<file path="src/mrtu_pkg.sv">
`default_nettype none
package mrtu_pkg;

  localparam logic [7:0]  DEV_ADDR_RESET  = 8'd1;
  localparam logic [15:0] TIMEOUT_RESET   = 16'd50;
  localparam logic [15:0] CRC_INIT        = 16'hFFFF;
  localparam logic [15:0] CRC_POLY        = 16'hA001;
  localparam logic [15:0] IDLE_MAX        = 16'hFFFF;
  localparam logic [7:0]  FUNC_WRITE_COIL = 8'h05;
  localparam logic [7:0]  FUNC_WRITE_REG  = 8'h06;
  localparam logic [7:0]  FUNC_WRITE_MULT = 8'h10;

  localparam logic OP_TICK = 1'b0;
  localparam logic OP_BYTE = 1'b1;

  typedef enum logic {
    CFG_DEVICE_ADDRESS = 1'b0,
    CFG_TIMEOUT_TICKS  = 1'b1
  } cfg_index_t;

  typedef enum logic [2:0] {
    KIND_DATA          = 3'd0,
    KIND_OK            = 3'd1,
    KIND_EXCEPTION     = 3'd2,
    KIND_CRC_ERROR     = 3'd3,
    KIND_ADDR_MISMATCH = 3'd4
  } kind_t;

  typedef struct packed {
    kind_t      kind;
    logic [7:0] data_byte;
    logic [7:0] frame_address;
    logic [6:0] func_code;
    logic [7:0] exception_code;
    logic [7:0] byte_count;
  } result_t;

  typedef struct packed {
    logic       valid;
    logic       op;
    logic [7:0] rx_byte;
  } item_t;

  // Reflected CRC-16 update for one byte, eight shift steps.
  function automatic logic [15:0] crc_update(input logic [15:0] crc_in,
                                             input logic [7:0]  data);
    logic [15:0] c;
    c = crc_in ^ {8'h00, data};
    for (int i = 0; i < 8; i++) begin
      if (c[0]) begin
        c = (c >> 1) ^ CRC_POLY;
      end else begin
        c = c >> 1;
      end
    end
    return c;
  endfunction

endpackage
`default_nettype wire

</file>
<file path="src/mrtu_in_reg.sv">
`default_nettype none
module mrtu_in_reg (
  input  wire logic            clk,
  input  wire logic            rst_n,
  input  wire logic            in_valid,
  output logic                 in_stall,
  input  wire logic            in_operation,
  input  wire logic [7:0]      in_rx_byte,
  input  wire logic            advance,
  output mrtu_pkg::item_t      item
);

  logic       valid_r;
  logic       op_r;
  logic [7:0] byte_r;
  logic       load;

  // The register can take a new word whenever it is empty or being drained.
  assign in_stall = valid_r && !advance;
  assign load     = in_valid && !in_stall;

  always_ff @(posedge clk) begin
    if (!rst_n) begin
      valid_r <= 1'b0;
    end else if (load) begin
      valid_r <= 1'b1;
    end else if (advance) begin
      valid_r <= 1'b0;
    end
  end

  always_ff @(posedge clk) begin
    if (load) begin
      op_r   <= in_operation;
      byte_r <= in_rx_byte;
    end
  end

  assign item.valid   = valid_r;
  assign item.op      = op_r;
  assign item.rx_byte = byte_r;

endmodule
`default_nettype wire

</file>
<file path="src/mrtu_deframer.sv">
`default_nettype none
module mrtu_deframer (
  input  wire logic            clk,
  input  wire logic            rst_n,
  input  wire logic            cfg_wr,
  input  wire logic            cfg_index,
  input  wire logic [15:0]     cfg_data,
  input  wire mrtu_pkg::item_t item,
  input  wire logic            out_free,
  output logic                 advance,
  output logic                 res_valid,
  output mrtu_pkg::result_t    res
);

  logic [7:0]  dev_addr_r;
  logic [15:0] timeout_r;

  logic [8:0]  frame_index_r, frame_index_nxt;
  logic [7:0]  addr_r, addr_nxt;
  logic [7:0]  func_r, func_nxt;
  logic [7:0]  plen_r, plen_nxt;
  logic [15:0] crc_r, crc_nxt;
  logic [7:0]  crc_low_r, crc_low_nxt;
  logic [15:0] idle_r, idle_nxt;

  logic [8:0]  idx;
  logic [7:0]  plen;
  logic        exc;
  logic        wecho;
  logic [8:0]  off;
  logic [7:0]  dlen;
  logic [8:0]  frame_end;
  logic [15:0] crc_step;
  logic [7:0]  b;

  always_ff @(posedge clk) begin
    if (!rst_n) begin
      dev_addr_r <= mrtu_pkg::DEV_ADDR_RESET;
      timeout_r  <= mrtu_pkg::TIMEOUT_RESET;
    end else if (cfg_wr) begin
      unique case (mrtu_pkg::cfg_index_t'(cfg_index))
        mrtu_pkg::CFG_DEVICE_ADDRESS: dev_addr_r <= cfg_data[7:0];
        mrtu_pkg::CFG_TIMEOUT_TICKS:  timeout_r  <= cfg_data;
        default: ;
      endcase
    end
  end

  always_comb begin
    b     = item.rx_byte;
    // A late byte begins a new frame regardless of the saved position.
    idx   = (idle_r > timeout_r) ? 9'd0 : frame_index_r;
    plen  = (idx == 9'd2) ? b : plen_r;
    exc   = func_r[7];
    wecho = (func_r == mrtu_pkg::FUNC_WRITE_COIL) || (func_r == mrtu_pkg::FUNC_WRITE_REG) ||
            (func_r == mrtu_pkg::FUNC_WRITE_MULT);
    off   = (exc || wecho) ? 9'd2 : 9'd3;
    if (exc) begin
      dlen = 8'd1;
    end else if (wecho) begin
      dlen = 8'd4;
    end else begin
      dlen = plen;
    end
    frame_end = off + {1'b0, dlen};
    crc_step  = mrtu_pkg::crc_update((idx == 9'd0) ? mrtu_pkg::CRC_INIT : crc_r, b);

    frame_index_nxt = frame_index_r;
    addr_nxt        = addr_r;
    func_nxt        = func_r;
    plen_nxt        = plen_r;
    crc_nxt         = crc_r;
    crc_low_nxt     = crc_low_r;
    idle_nxt        = idle_r;

    res_valid          = 1'b0;
    res.kind           = mrtu_pkg::KIND_DATA;
    res.data_byte      = 8'h00;
    res.frame_address  = addr_r;
    res.func_code      = func_r[6:0];
    res.exception_code = 8'h00;
    res.byte_count     = dlen;

    if (item.op == mrtu_pkg::OP_TICK) begin
      if (idle_r != mrtu_pkg::IDLE_MAX) begin
        idle_nxt = idle_r + 16'd1;
      end
    end else begin
      idle_nxt = 16'd0;
      if (idx == 9'd0) begin
        addr_nxt        = b;
        crc_nxt         = crc_step;
        frame_index_nxt = 9'd1;
      end else if (idx == 9'd1) begin
        func_nxt        = b;
        crc_nxt         = crc_step;
        frame_index_nxt = 9'd2;
      end else begin
        plen_nxt = plen;
        if (idx < frame_end) begin
          crc_nxt         = crc_step;
          frame_index_nxt = idx + 9'd1;
          if (!exc && (idx >= off)) begin
            res_valid     = 1'b1;
            res.data_byte = b;
          end
        end else if (idx == frame_end) begin
          crc_low_nxt     = b;
          frame_index_nxt = idx + 9'd1;
        end else begin
          res_valid       = 1'b1;
          res.byte_count  = exc ? 8'h00 : dlen;
          frame_index_nxt = 9'd0;
          crc_nxt         = mrtu_pkg::CRC_INIT;
          priority if ({b, crc_low_r} != crc_r) begin
            res.kind = mrtu_pkg::KIND_CRC_ERROR;
          end else if (addr_r != dev_addr_r) begin
            res.kind = mrtu_pkg::KIND_ADDR_MISMATCH;
          end else if (exc) begin
            res.kind           = mrtu_pkg::KIND_EXCEPTION;
            res.exception_code = plen_r;
          end else begin
            res.kind = mrtu_pkg::KIND_OK;
          end
        end
      end
    end

    // Words that produce no result never wait on the output side.
    advance = item.valid && (!res_valid || out_free);
  end

  always_ff @(posedge clk) begin
    if (!rst_n) begin
      frame_index_r <= 9'd0;
      addr_r        <= 8'h00;
      func_r        <= 8'h00;
      plen_r        <= 8'h00;
      crc_r         <= mrtu_pkg::CRC_INIT;
      crc_low_r     <= 8'h00;
      idle_r        <= 16'd0;
    end else if (advance) begin
      frame_index_r <= frame_index_nxt;
      addr_r        <= addr_nxt;
      func_r        <= func_nxt;
      plen_r        <= plen_nxt;
      crc_r         <= crc_nxt;
      crc_low_r     <= crc_low_nxt;
      idle_r        <= idle_nxt;
    end
  end

endmodule
`default_nettype wire

</file>
<file path="src/mrtu_out_reg.sv">
`default_nettype none
module mrtu_out_reg (
  input  wire logic              clk,
  input  wire logic              rst_n,
  input  wire logic              load,
  input  wire mrtu_pkg::result_t res,
  output logic                   out_free,
  output logic                   out_valid,
  input  wire logic              out_stall,
  output mrtu_pkg::result_t      out_res
);

  logic              valid_r;
  mrtu_pkg::result_t res_r;

  assign out_free  = !valid_r || !out_stall;
  assign out_valid = valid_r;
  assign out_res   = res_r;

  always_ff @(posedge clk) begin
    if (!rst_n) begin
      valid_r <= 1'b0;
    end else if (load) begin
      valid_r <= 1'b1;
    end else if (!out_stall) begin
      valid_r <= 1'b0;
    end
  end

  always_ff @(posedge clk) begin
    if (load) begin
      res_r <= res;
    end
  end

endmodule
`default_nettype wire

</file>
<file path="src/modbus_rtu_response_receiver_core.sv">
`default_nettype none
// Modbus RTU response deframer. Each input word is a millisecond tick or a received byte;
// a byte word may yield one result: a forwarded data byte, or the frame status after the
// high CRC trailer byte. The block takes one word per cycle, except while a word that yields a
// result waits on a stalled result register. A word is held in the input register, from which
// the deframe and CRC-16 byte update are done combinationally into the result register, which
// presents the result on the outputs. Ticks and bytes that produce no result pass even while the
// result register is stalled.
// Configuration writes are always ready and must be made only while the block is idle.
module modbus_rtu_response_receiver_core (
  input  wire logic        clk,
  input  wire logic        rst_n,
  input  wire logic        in_valid,
  output logic             in_stall,
  input  wire logic        in_operation,
  input  wire logic [7:0]  in_rx_byte,
  output logic             out_valid,
  input  wire logic        out_stall,
  output logic [2:0]       out_kind,
  output logic [7:0]       out_data_byte,
  output logic [7:0]       out_frame_address,
  output logic [6:0]       out_func_code,
  output logic [7:0]       out_exception_code,
  output logic [7:0]       out_byte_count,
  input  wire logic        cfg_valid,
  output logic             cfg_ready,
  input  wire logic        cfg_index,
  input  wire logic [15:0] cfg_data
);

  mrtu_pkg::item_t   item;
  mrtu_pkg::result_t res;
  mrtu_pkg::result_t out_res;
  logic              advance;
  logic              res_valid;
  logic              out_free;

  assign cfg_ready = 1'b1;

  mrtu_in_reg u_in_reg (
    .clk          (clk),
    .rst_n        (rst_n),
    .in_valid     (in_valid),
    .in_stall     (in_stall),
    .in_operation (in_operation),
    .in_rx_byte   (in_rx_byte),
    .advance      (advance),
    .item         (item)
  );

  mrtu_deframer u_deframer (
    .clk       (clk),
    .rst_n     (rst_n),
    .cfg_wr    (cfg_valid && cfg_ready),
    .cfg_index (cfg_index),
    .cfg_data  (cfg_data),
    .item      (item),
    .out_free  (out_free),
    .advance   (advance),
    .res_valid (res_valid),
    .res       (res)
  );

  mrtu_out_reg u_out_reg (
    .clk       (clk),
    .rst_n     (rst_n),
    .load      (advance && res_valid),
    .res       (res),
    .out_free  (out_free),
    .out_valid (out_valid),
    .out_stall (out_stall),
    .out_res   (out_res)
  );

  assign out_kind           = out_res.kind;
  assign out_data_byte      = out_res.data_byte;
  assign out_frame_address  = out_res.frame_address;
  assign out_func_code      = out_res.func_code;
  assign out_exception_code = out_res.exception_code;
  assign out_byte_count     = out_res.byte_count;

endmodule
`default_nettype wire

</file>
<file path="config.mk">
export PLATFORM = sky130hd
export DESIGN_NAME = modbus_rtu_response_receiver_core
export DESIGN_NICKNAME = d
export VERILOG_FILES = /design/src/mrtu_pkg.sv /design/src/mrtu_in_reg.sv /design/src/mrtu_deframer.sv /design/src/mrtu_out_reg.sv /design/src/modbus_rtu_response_receiver_core.sv
export SDC_FILE = /design/constraint.sdc
export NUM_CORES = 1
export LEC_CHECK = 0
export BUFFER_PORTS_ARGS = -buffer_cell sky130_fd_sc_hd__buf_2
export CAP_MARGIN = 20
export CORE_MARGIN = 2
export CORE_UTILIZATION = 45
export CTS_CLUSTER_DIAMETER = 40
export CTS_CLUSTER_SIZE = 14
export DETAILED_ROUTE_END_ITERATION = 16
export GPL_TIMING_DRIVEN = 0
export PLACE_DENSITY = 0.66
export SLEW_MARGIN = 20
export SYNTH_ARGS = -nofsm -noshare
export SYNTH_HDL_FRONTEND = slang
export SYNTH_SLANG_ARGS = --single-unit
</file>
<file path="constraint.sdc">
create_clock -name clk -period 7 [get_ports clk]
set_input_delay 0 -clock clk [delete_from_list [all_inputs] [get_ports clk]]
set_output_delay 0 -clock clk [all_outputs]
set_load 0.1 [all_outputs]
</file>
Word-level counts from Yosys, hierarchy flattened:

Index checks and enable logic that the tools add are counted.

* flip-flop bits (word level): 150
* bits of input ports: 31
* word-level logic and storage cells: 128

* add/sub/neg operators: 3
* magnitude comparators: 3
* equal/unequal tests: 11
* multiplexer cells: 43
* bitwise gates (word level): 16
* reductions and logical operators: 32

Operator list (count)
* $mux W16: 15
* $mux W8: 9
* $mux W9: 5
* $not A2 Y3: 8
* $add A16 B1 Y16 const B: 1
* $eq A8 B3 Y1 const B: 2
* $gt A16 B16 Y1: 1
* $ne A16 B16 Y1: 1
* $ne A16 B16 Y1 const B: 1
* $xor A16 B8 Y16: 1
* $mux W1: 11
* $reduce_or A5 Y1: 2
* $add A9 B1 Y9 const B: 1
* $add A9 B8 Y9: 1
* $eq A9 B1 Y1 const B: 1
* $eq A9 B2 Y1 const B: 1
* $eq A9 B9 Y1: 1
* $ge A9 B9 Y1: 1
* $logic_not A9 Y1: 1
* $lt A9 B9 Y1: 1
* $eq A8 B5 Y1 const B: 1
* $ne A8 B8 Y1: 1
* $reduce_and A2 Y1: 4
* $reduce_and A4 Y1: 2
* 13 further kinds: 35

Depth between registers and ports, before layout:

Gate-level depths: netlist of run 1.

* depth after elaboration: 24
* mapped depth: 32

Hierarchy:

Synthesis of run 1 repeated with hierarchy kept, for this count alone.

* cell total of the unflattened synthesis: 797
* area total of the unflattened synthesis: 7707.4 sq um

By module, submodules not included
* mrtu_deframer: instances 1, cells each 733, area each 6060.8 sq um
* mrtu_out_reg: instances 1, cells each 46, area each 1296.2 sq um
* mrtu_in_reg: instances 1, cells each 15, area each 332.8 sq um
* modbus_rtu_response_receiver_core: instances 1, cells each 3, area each 17.5 sq um

Worst setup path after synthesis of run 1:

OpenSTA, ideal clock, no wires.

* path type: register to register
* start point: register u_deframer.timeout_r[15]
* end point: register u_out_reg.res_r, in the netlist u_out_reg.out_res[0], enable pin
* library setup time: 442 ps
* data arrival time: 7253 ps
* data required time: 6558 ps
* slack: -695 ps
* stages on the path, launching flop included: 28
* path buffers: 2
* period minus slack after synthesis: 7695 ps
* path through: dfxtp_1 -> inv_1 -> ha_1 -> nand4_2 -> or2_1 -> a211o_1 -> and3_4 -> o21ai_0 -> ha_1 -> o21ai_0 -> a41oi_1 -> buf_4 -> mux2i_1 -> nor2_1 -> or2_2 -> ha_1 -> inv_1 -> ha_1 -> nand2b_1 -> mux2i_1 -> ha_1 -> a211o_1 -> o21bai_1 -> and3_1 -> and4b_1 -> clkbuf_1 -> o21ai_1 -> nor2_1

* word-level cells in the longest chain between the ends: 17
* elaborated cells on any way between the ends: 23
* those cells by class: 1 x add/sub; 3 x order compare; 3 x eq/ne; 10 x mux; 6 x reduce/logical

RTL lines
* from (decl): RTL line mrtu_deframer.sv:16 `logic [15:0] timeout_r;`
* from (signal assigned): RTL line mrtu_deframer.sv:39 `timeout_r <= mrtu_pkg::TIMEOUT_RESET;`
* from (signal assigned): RTL line mrtu_deframer.sv:43 `mrtu_pkg::CFG_TIMEOUT_TICKS: timeout_r <= cfg_data;`
* $gt A16 B16 Y1 *: RTL line mrtu_deframer.sv:52 `idx = (idle_r > timeout_r) ? 9'd0 : frame_index_r;`
* $mux W9 *: RTL line mrtu_deframer.sv:52
* branches (longest 9 deep; another with $add A9 B8 Y9)
* $mux W1 *: RTL line mrtu_deframer.sv:90 `if (idx == 9'd0) begin`
* $mux W1 *: RTL line mrtu_deframer.sv:84 `if (item.op == mrtu_pkg::OP_TICK) begin`
* $logic_not A1 Y1: RTL line mrtu_deframer.sv:130 `advance = item.valid && (!res_valid || out_free);`
* $logic_or A1 B1 Y1: RTL line mrtu_deframer.sv:130
* $logic_and A1 B1 Y1: RTL line mrtu_deframer.sv:130
* $logic_and A1 B1 Y1 *: RTL line modbus_rtu_response_receiver_core.sv:67 `.load (advance && res_valid),`
* net u_out_reg.load: RTL line mrtu_out_reg.sv:5 `input wire logic load,`
* to (signal assigned): RTL line mrtu_out_reg.sv:32 `res_r <= res;`
* to (decl): RTL line mrtu_out_reg.sv:14 `mrtu_pkg::result_t res_r;`

Mark *: on every way through the listed nets, which the timed path passes.
A chain may end at the register's enable or synchronous reset.

Worst setup path in the final report of run 1:

* start point: register u_deframer.timeout_r[15]
* end point: register u_deframer.crc_r[4]

* word-level cells in the longest chain between the ends: 17
* elaborated cells on any way between the ends: 37
* those cells by class: 1 x add/sub; 3 x order compare; 4 x eq/ne; 22 x mux; 1 x bitwise; 6 x reduce/logical

RTL lines
* $gt A16 B16 Y1 *: RTL line mrtu_deframer.sv:52
* $mux W9 *: RTL line mrtu_deframer.sv:52
* branches (longest 15 deep; another with $add A9 B8 Y9)
* to (signal assigned): RTL line mrtu_deframer.sv:139 `crc_r <= mrtu_pkg::CRC_INIT;`
* to (signal assigned): RTL line mrtu_deframer.sv:147 `crc_r <= crc_nxt;`
* to (decl): RTL line mrtu_deframer.sv:22 `logic [15:0] crc_r, crc_nxt;`

Every way passes the cells marked *.

==> impl_metrics.yaml, run 1 <==
timing:
  setup_viol: 0
  slew_viol_final: 0
  maxSlewHeadroom: 0.322
  tns_ns: 0
  max_freq_mhz: 150
  period_needed_ns: 6.66
  tightest_slew_ns: 1.01
  clock-skew-final_ns: 0.0118
  finalCritPeriodShare: 0.951
  hold_violations: 0
power_and_ir_drop:
  intPower_mw: 1.46
  ir_worst_vdd_uv: 181
  p_sw_frac: 0.247
  p_leak_nw: 3.74
  p_sw_mw: 0.480
  p_clk_frac: 0.434
  seq_power_share: 0.476
  comb_power_share: 0.090
  power.density_mw_per_mm2: 204
critical_path:
  cp_top_family: "simple AND/OR/NAND/NOR gates"
  cp_max_fo: 10
  slowest_stage: "a211o_1"
  critPathMaxStageDelay_ns: 0.36
  setup.worst_path.start_class: "register"
  path_buf_inv: 6
  path_class: "reg -> reg"
  cp_common_cell: "ha_1"
  required_ns: 7.29
  cp.arrival_ns: 6.94
  end_kind: "register"
logic_synthesis:
  yosys_warnings: 0
  synth_area_mm2: 0.00774
  synth.largest_area_cell: "dfxtp_1"
  syn_nets: 887
  synth-seq-cells: 150
  yosysTopAreaCellShare: 0.256
  ys_seq_area_frac: 0.454
  syn_avg_cell_area_um2: 9.40
  postSynth.asyncResetShare: 0
  synth.area.top_cells: "dfxtp_1 26%, edfxtp_1 20%, xnor2_1 6.0%"
  synth_cells: 823
  ys_dominant_reg_cell: "dfxtp_1"
  synth-edff-count: 51
  synth.distinct_cells: 72
global_routing:
  grt_usage: 0.219
  antenna_found_initial: 0
  grt-ovfl-total: 0
  grt_max_degree: 31
  grt_pass1_wl_um: 31200
  grt_pass1_vias: 6169
clocking:
  tritoncts.num_buffers: 17
  cts_root_buffer: "clkbuf_16"
  cts_max_path_buffers: 2
  clock_latency_ns: 0.43
  htree_levels: 4
  cts_sinks: 150
  cts_tree: "done"
  path_clk_slew_ns: 0.06
detailed_routing:
  drc: 0
  vias: 6429
  first_pass_iters: 5
  wl_per_cell_um: 16.1
  ant_nets: 0
  wl_um: 19200
  vias_per_cell: 5.38
  drt_iter0_drc: 479
job:
  drv_cap: 0
layout:
  final_nets: 1025
  syn_to_final_growth_pct: 23.2
  fin_area_mm2: 0.00953
  antenna_cells: 0
  drive_gt1_frac: 0.181
  n_fill_cell: 1498
die:
  die_y_um: 135
  start_util: 0.463
  rows: 47
  die_x_um: 135
  io_pins: 76
  die_area_mm2: 0.0183
  core_region_area_mm2: 0.0167
worst_hold_path:
  hp-class: "in -> reg"
placement:
  hpwlAfterDp_um: 13800
  port_buffers: 73
  gp_congestion: 0.860
  postPlaceCellArea_mm2: 0.00841
status:
  status: "complete, no violations"
## logic make-up (layout without fill, tap and decap cells)
kind of cell             count (synthesis)  after routing  share of synthesized area
other                                    1              1                   0.000485
AND/OR/NAND/NOR                        317            317                      0.202
AO/OA/AOI/OAI                          148            148                      0.128
multiplexers                            36             36                     0.0467
adder cells (fa/ha/maj)                 33             33                     0.0534
flip-flops                             150            150                      0.454
buffers and inverters                   75            226                     0.0401
XOR/XNOR                                63             63                     0.0752
## stage by stage
stage / setup slack (ns) / hold slack (ns) / utilization / instances / total power [mW]
4_1_cts: 0.0415 / 0.0450 / 0.560 / 1180 / 1.95
3_3_place_gp: -1.77 / 0.177 / 0.502 / 1116 / 1.10
2_1_floorplan: -0.0321 / 0.0989 / - / 823 / 1.05
3_5_place_dp: -0.997 / 0.178 / 0.503 / 1117 / 1.10
5_1_grt: -0.00316 / 0.104 / 0.571 / 1194 / 2.01
6_report: 0.345 / 0.0556 / 0.571 / 1194 / 1.94
## worst min-delay path, stage by stage
cell	delay (ns)
clkbuf_1	0.18
nand2_1	0.20
a21oi_1	0.05
## final cells by class
type / count / area [µm²] / share of cell area
Sequential cell: 150 / 3510 / 0.369
Multi-Input combinational cell: 598 / 4080 / 0.428
Buffer: 45 / 205 / 0.0215
Clock buffer: 21 / 462 / 0.0485
Inverter: 29 / 109 / 0.0114
Clock inverter: 11 / 76.3 / 0.00801
Tap cell: 220 / 275 / 0.0289
Timing Repair Buffer: 120 / 813 / 0.0853
## cell usage in the layout (no fill, tap or decap), types with 4 or more instances in the layout
cell / count
o211ai_1: 7
clkbuf_1: 35
ha_1: 33
nor4_1: 8
nand2_1: 111
o21a_1: 8
nand3_1: 12
and3_1: 4
nor3_1: 21
a21oi_1: 50
buf_2: 76
inv_1: 29
dlygate4sd3_1: 29
o31ai_1: 6
nand4_1: 15
and2_1: 21
mux2i_1: 35
edfxtp_1: 51
clkbuf_16: 18
or4_1: 7
nand2b_1: 5
xnor2_1: 53
a31o_2: 8
nor2_1: 64
o21ai_0: 27
nor2b_1: 10
buf_4: 21
a21o_1: 4
xor2_1: 8
dfxtp_1: 99
or3_1: 8
or2_2: 4
## cells in the mapped netlist, types with 3 or more instances
library cell,n
a211o_1,3
a21o_1,4
a21oi_1,50
a31o_2,8
a31oi_1,3
and2_1,21
and3_1,5
buf_2,5
buf_4,4
clkbuf_1,34
dfxtp_1,99
edfxtp_1,51
ha_1,33
inv_1,29
mux2i_1,35
nand2_1,111
nand2b_1,5
nand3_1,12
nand3b_1,3
nand4_1,15
nor2_1,67
nor2b_1,12
nor3_1,22
nor4_1,10
o211ai_1,7
o21a_1,8
o21ai_0,28
o21ai_1,4
o31ai_1,6
or2_2,4
or3_1,8
or4_1,7
xnor2_1,53
xor2_1,8
## power groups by stage
stage / clock (mW) / sequential (mW) / combinational (mW)
floorplan: 0 / 0.940 / 0.113
detailed placement: 0 / 0.943 / 0.155
CTS: 0.855 / 0.924 / 0.171
global placement: 0 / 0.943 / 0.153
global route: 0.890 / 0.926 / 0.193
finish: 0.844 / 0.924 / 0.175
## flip-flops by register name, indices dropped and copies added (netlist names)
signal / count
u_deframer.addr_r: 8
u_deframer.timeout_r: 16
u_deframer.frame_index_r: 9
u_deframer.dev_addr_r: 8
u_in_reg.valid_r: 1
u_deframer.crc_low_r: 8
u_out_reg.out_res: 42
u_deframer.crc_r: 16
u_deframer.func_r: 8
u_out_reg.out_valid: 1
u_in_reg.op_r: 1
u_deframer.plen_r: 8
u_deframer.idle_r: 16
u_in_reg.byte_r: 8
## metal layers
metal / global-route usage / part of all wire / up-vias
met3: 0.0387 / 0.046 / 32
met1: 0.288 / 0.46 / 3030
met2: 0.364 / 0.48 / 174
met5: 0 / 0 / -
met4: 0.0764 / 0.022 / 0
li1: - / - / 3193
## final timing paths
kind	startpoint	endpoint	slack, ns	cells after the start
setup / recovery	u_deframer.timeout_r[15]$_SDFFE_PN0P_	u_deframer.crc_r[4]$_SDFFE_PN1P_	0.34	32
hold reg to reg	u_deframer.timeout_r[13]$_SDFFE_PN0P_	u_deframer.timeout_r[13]$_SDFFE_PN0P_	0.45	2
hold / removal	rst_n	u_deframer.idle_r[6]$_SDFFE_PN0P_	0.06	3
setup reg to reg	u_deframer.timeout_r[15]$_SDFFE_PN0P_	u_deframer.crc_r[4]$_SDFFE_PN1P_	0.34	32
## timing repair
action	4_1_cts	5_1_grt
gates resized for setup	22	13
pin swaps	1	9
endpoints found under the setup margin	135	132
hold buffers	29	0
buffers inserted	3	14
endpoints found under the hold margin	35	0
No activity file was read; power rests on OpenSTA's default activity.
==> inputs of run 2 (changes only) <==
SLEW_MARGIN = 25   (was 20)
SYNTH_HIERARCHICAL = 1   (was unset)
clock period = 5.9 ns   (was 7 ns; I/O delays follow)
==> impl_metrics.yaml, run 2 <==
logic_synthesis:
  yosysMostFrequentCell: "dfxtp_1"
  yosys_warnings: 6
  syn_avg_cell_area_um2: 9.67
  syn_nets: 861
  synth.largest_area_cell: "dfxtp_1"
  synth_cells: 797
  synth.distinct_cells: 71
  synth_area_mm2: 0.00771
  ys_dominant_reg_cell: "dfxtp_1"
  synth-seq-cells: 150
  postSynth.asyncResetShare: 0
  netlist_top_cells_count: "99 x dfxtp_1, 90 x nor2_1, 75 x nand2_1"
  yosysTopAreaCellShare: 0.257
  ys_seq_area_frac: 0.456
  synth.area.top_cells: "dfxtp_1 26%, edfxtp_1 20%, xnor2_1 5.6%"
  synth-edff-count: 51
power_and_ir_drop:
  power_mw: 2.43
  comb_power_share: 0.096
  power.density_mw_per_mm2: 253
  p_sw_mw: 0.614
  ir_worst_vdd_uv: 201
  seq_power_share: 0.452
  p_sw_frac: 0.252
  p_clk_frac: 0.452
  intPower_mw: 1.82
  p_leak_nw: 3.81
timing:
  slew_viol_final: 0
  maxSlewHeadroom: 0.371
  period_needed_ns: 5.66
  max_freq_mhz: 177
  rsz0062_at_grt: "false"
  hold_violations: 0
  setup_viol: 0
  clock-skew-final_ns: 0.00970
  tightest_slew_ns: 0.942
  finalCritPeriodShare: 0.959
critical_path:
  critPathMaxStageDelay_ns: 0.57
  cp_max_fo: 10
  setup.worst_path.start_class: "register"
  slowest_stage: "or4_4"
  end_kind: "register"
  path_buf_inv: 5
  path_class: "reg -> reg"
  cp_top_family: "simple AND/OR/NAND/NOR gates"
  required_ns: 6.22
  cp.arrival_ns: 5.97
global_routing:
  grt_pass1_vias: 6117
  antenna_found_initial: 0
  grt_usage: 0.217
  grt-ovfl-total: 0
  grt_pass1_wl_um: 30600
  grt_max_degree: 17
placement:
  postPlaceCellArea_mm2: 0.00837
  port_buffers: 74
  placedCellCount: 1091
  gp_congestion: 0.873
  hpwlAfterDp_um: 12800
detailed_routing:
  ant_nets: 0
  drt_iter0_drc: 409
  wl_um: 19000
  first_pass_iters: 5
  vias: 6177
  wl_per_cell_um: 16.2
  drc: 0
  vias_per_cell: 5.27
status:
  status: "complete, no violations"
clocking:
  cts_tree: "done"
  cts_max_path_buffers: 2
  cts_sinks: 150
  tritoncts.num_buffers: 17
  path_clk_slew_ns: 0.06
  cts_root_buffer: "clkbuf_16"
  htree_levels: 4
  clock_latency_ns: 0.43
layout:
  drive_gt1_frac: 0.213
  final_util: 0.579
  syn_to_final_growth_pct: 25.1
  fin_cells: 1171
  largest_reg_flops: 42
  final_cell_mix: "97 x dfxtp_1, 88 x nor2_1, 75 x buf_2"
  antenna_cells: 0
  final_common_cell: "dfxtp_1"
  n_fill_cell: 1428
  fin_area_mm2: 0.00964
  final_nets: 1002
die:
  start_util: 0.463
  die_x_um: 135
  io_pins: 76
  die_area_mm2: 0.0182
  core_region_area_mm2: 0.0166
  rows: 47
  die_y_um: 135
worst_hold_path:
  hp-class: "in -> reg"
job:
  drv_cap: 0
==> run 2: timing repair <==
action | in CTS | in global routing
pin swaps | 8 | 15
endpoints found under the setup margin | 144 | 139
gates resized for setup | 30 | 21
cloned | 3 | 1
hold buffers | 30 | 0
buffers inserted | 7 | 9
hold endpoints to repair | 41 | 0
==> run 2: routing by layer <==
layer  vias to the layer above  share of wire  track usage
met5                         -              0            0
met2                       187           0.48        0.366
met3                        28          0.053       0.0383
li1                       3047              -            -
met4                         0          0.019       0.0737
met1                      2915           0.45        0.281
==> run 2: logic make-up after synthesis <==
family | Yosys count | synth area share
multiplexers | 37 | 0.0481
AO/OA/AOI/OAI | 114 | 0.0990
other | 1 | 0.000487
XOR/XNOR | 75 | 0.0916
AND/OR/NAND/NOR | 305 | 0.201
adder cells (fa/ha/maj) | 33 | 0.0536
flip-flops | 150 | 0.456
buffers and inverters | 82 | 0.0508
==> run 2: layout make-up <==
type	count	area (µm²)	area share
multi-input cells	569	4010	0.416
plain buffers	51	309	0.0321
well taps	220	275	0.0286
flip-flops and latches	150	3520	0.365
clock buffers	17	425	0.0441
repair buffers	120	831	0.0862
clock inverters	15	166	0.0173
inverters	29	109	0.0113
==> run 2: stage by stage <==
| step | setup WS [ns] | hold WS, ns | setup TNS [ns] |
|---|---|---|---|
| 6_report | 0.242 | 0.286 | 0 |
| 5_1_grt | 0.00866 | 0.275 | 0 |
| 4_1_cts | 0.0405 | 0.271 | 0 |
| 3_5_place_dp | -1.01 | 0.179 | -90.21 |
| 3_3_place_gp | -0.937 | 0.178 | -81.51 |
| 2_1_floorplan | 0.0428 | 0.0989 | 0 |
==> run 2: worst paths after layout <==
| kind | start | endpoint | slack, ns | depth (start not counted) |
|---|---|---|---|---|
| max | u_deframer/timeout_r[13]$_SDFFE_PN0P_ | u_deframer/idle_r[9]$_SDFFE_PN0P_ | 0.24 | 28 |
| min | in_rx_byte[3] | u_in_reg/byte_r[3]$_DFFE_PP_ | 0.29 | 2 |
| max reg2reg | u_deframer/timeout_r[13]$_SDFFE_PN0P_ | u_deframer/idle_r[9]$_SDFFE_PN0P_ | 0.24 | 28 |
| min reg2reg | u_deframer/timeout_r[9]$_SDFFE_PN0P_ | u_deframer/timeout_r[9]$_SDFFE_PN0P_ | 0.45 | 2 |
==> run 2: power groups by stage <==
stage	registers (mW)	clock network [mW]	logic [mW]
after global placement	1.12	0	0.198
after global routing	1.10	1.16	0.253
after CTS	1.10	1.11	0.226
after detailed placement	1.12	0	0.199
final	1.10	1.10	0.233
after floorplan	1.12	0	0.147
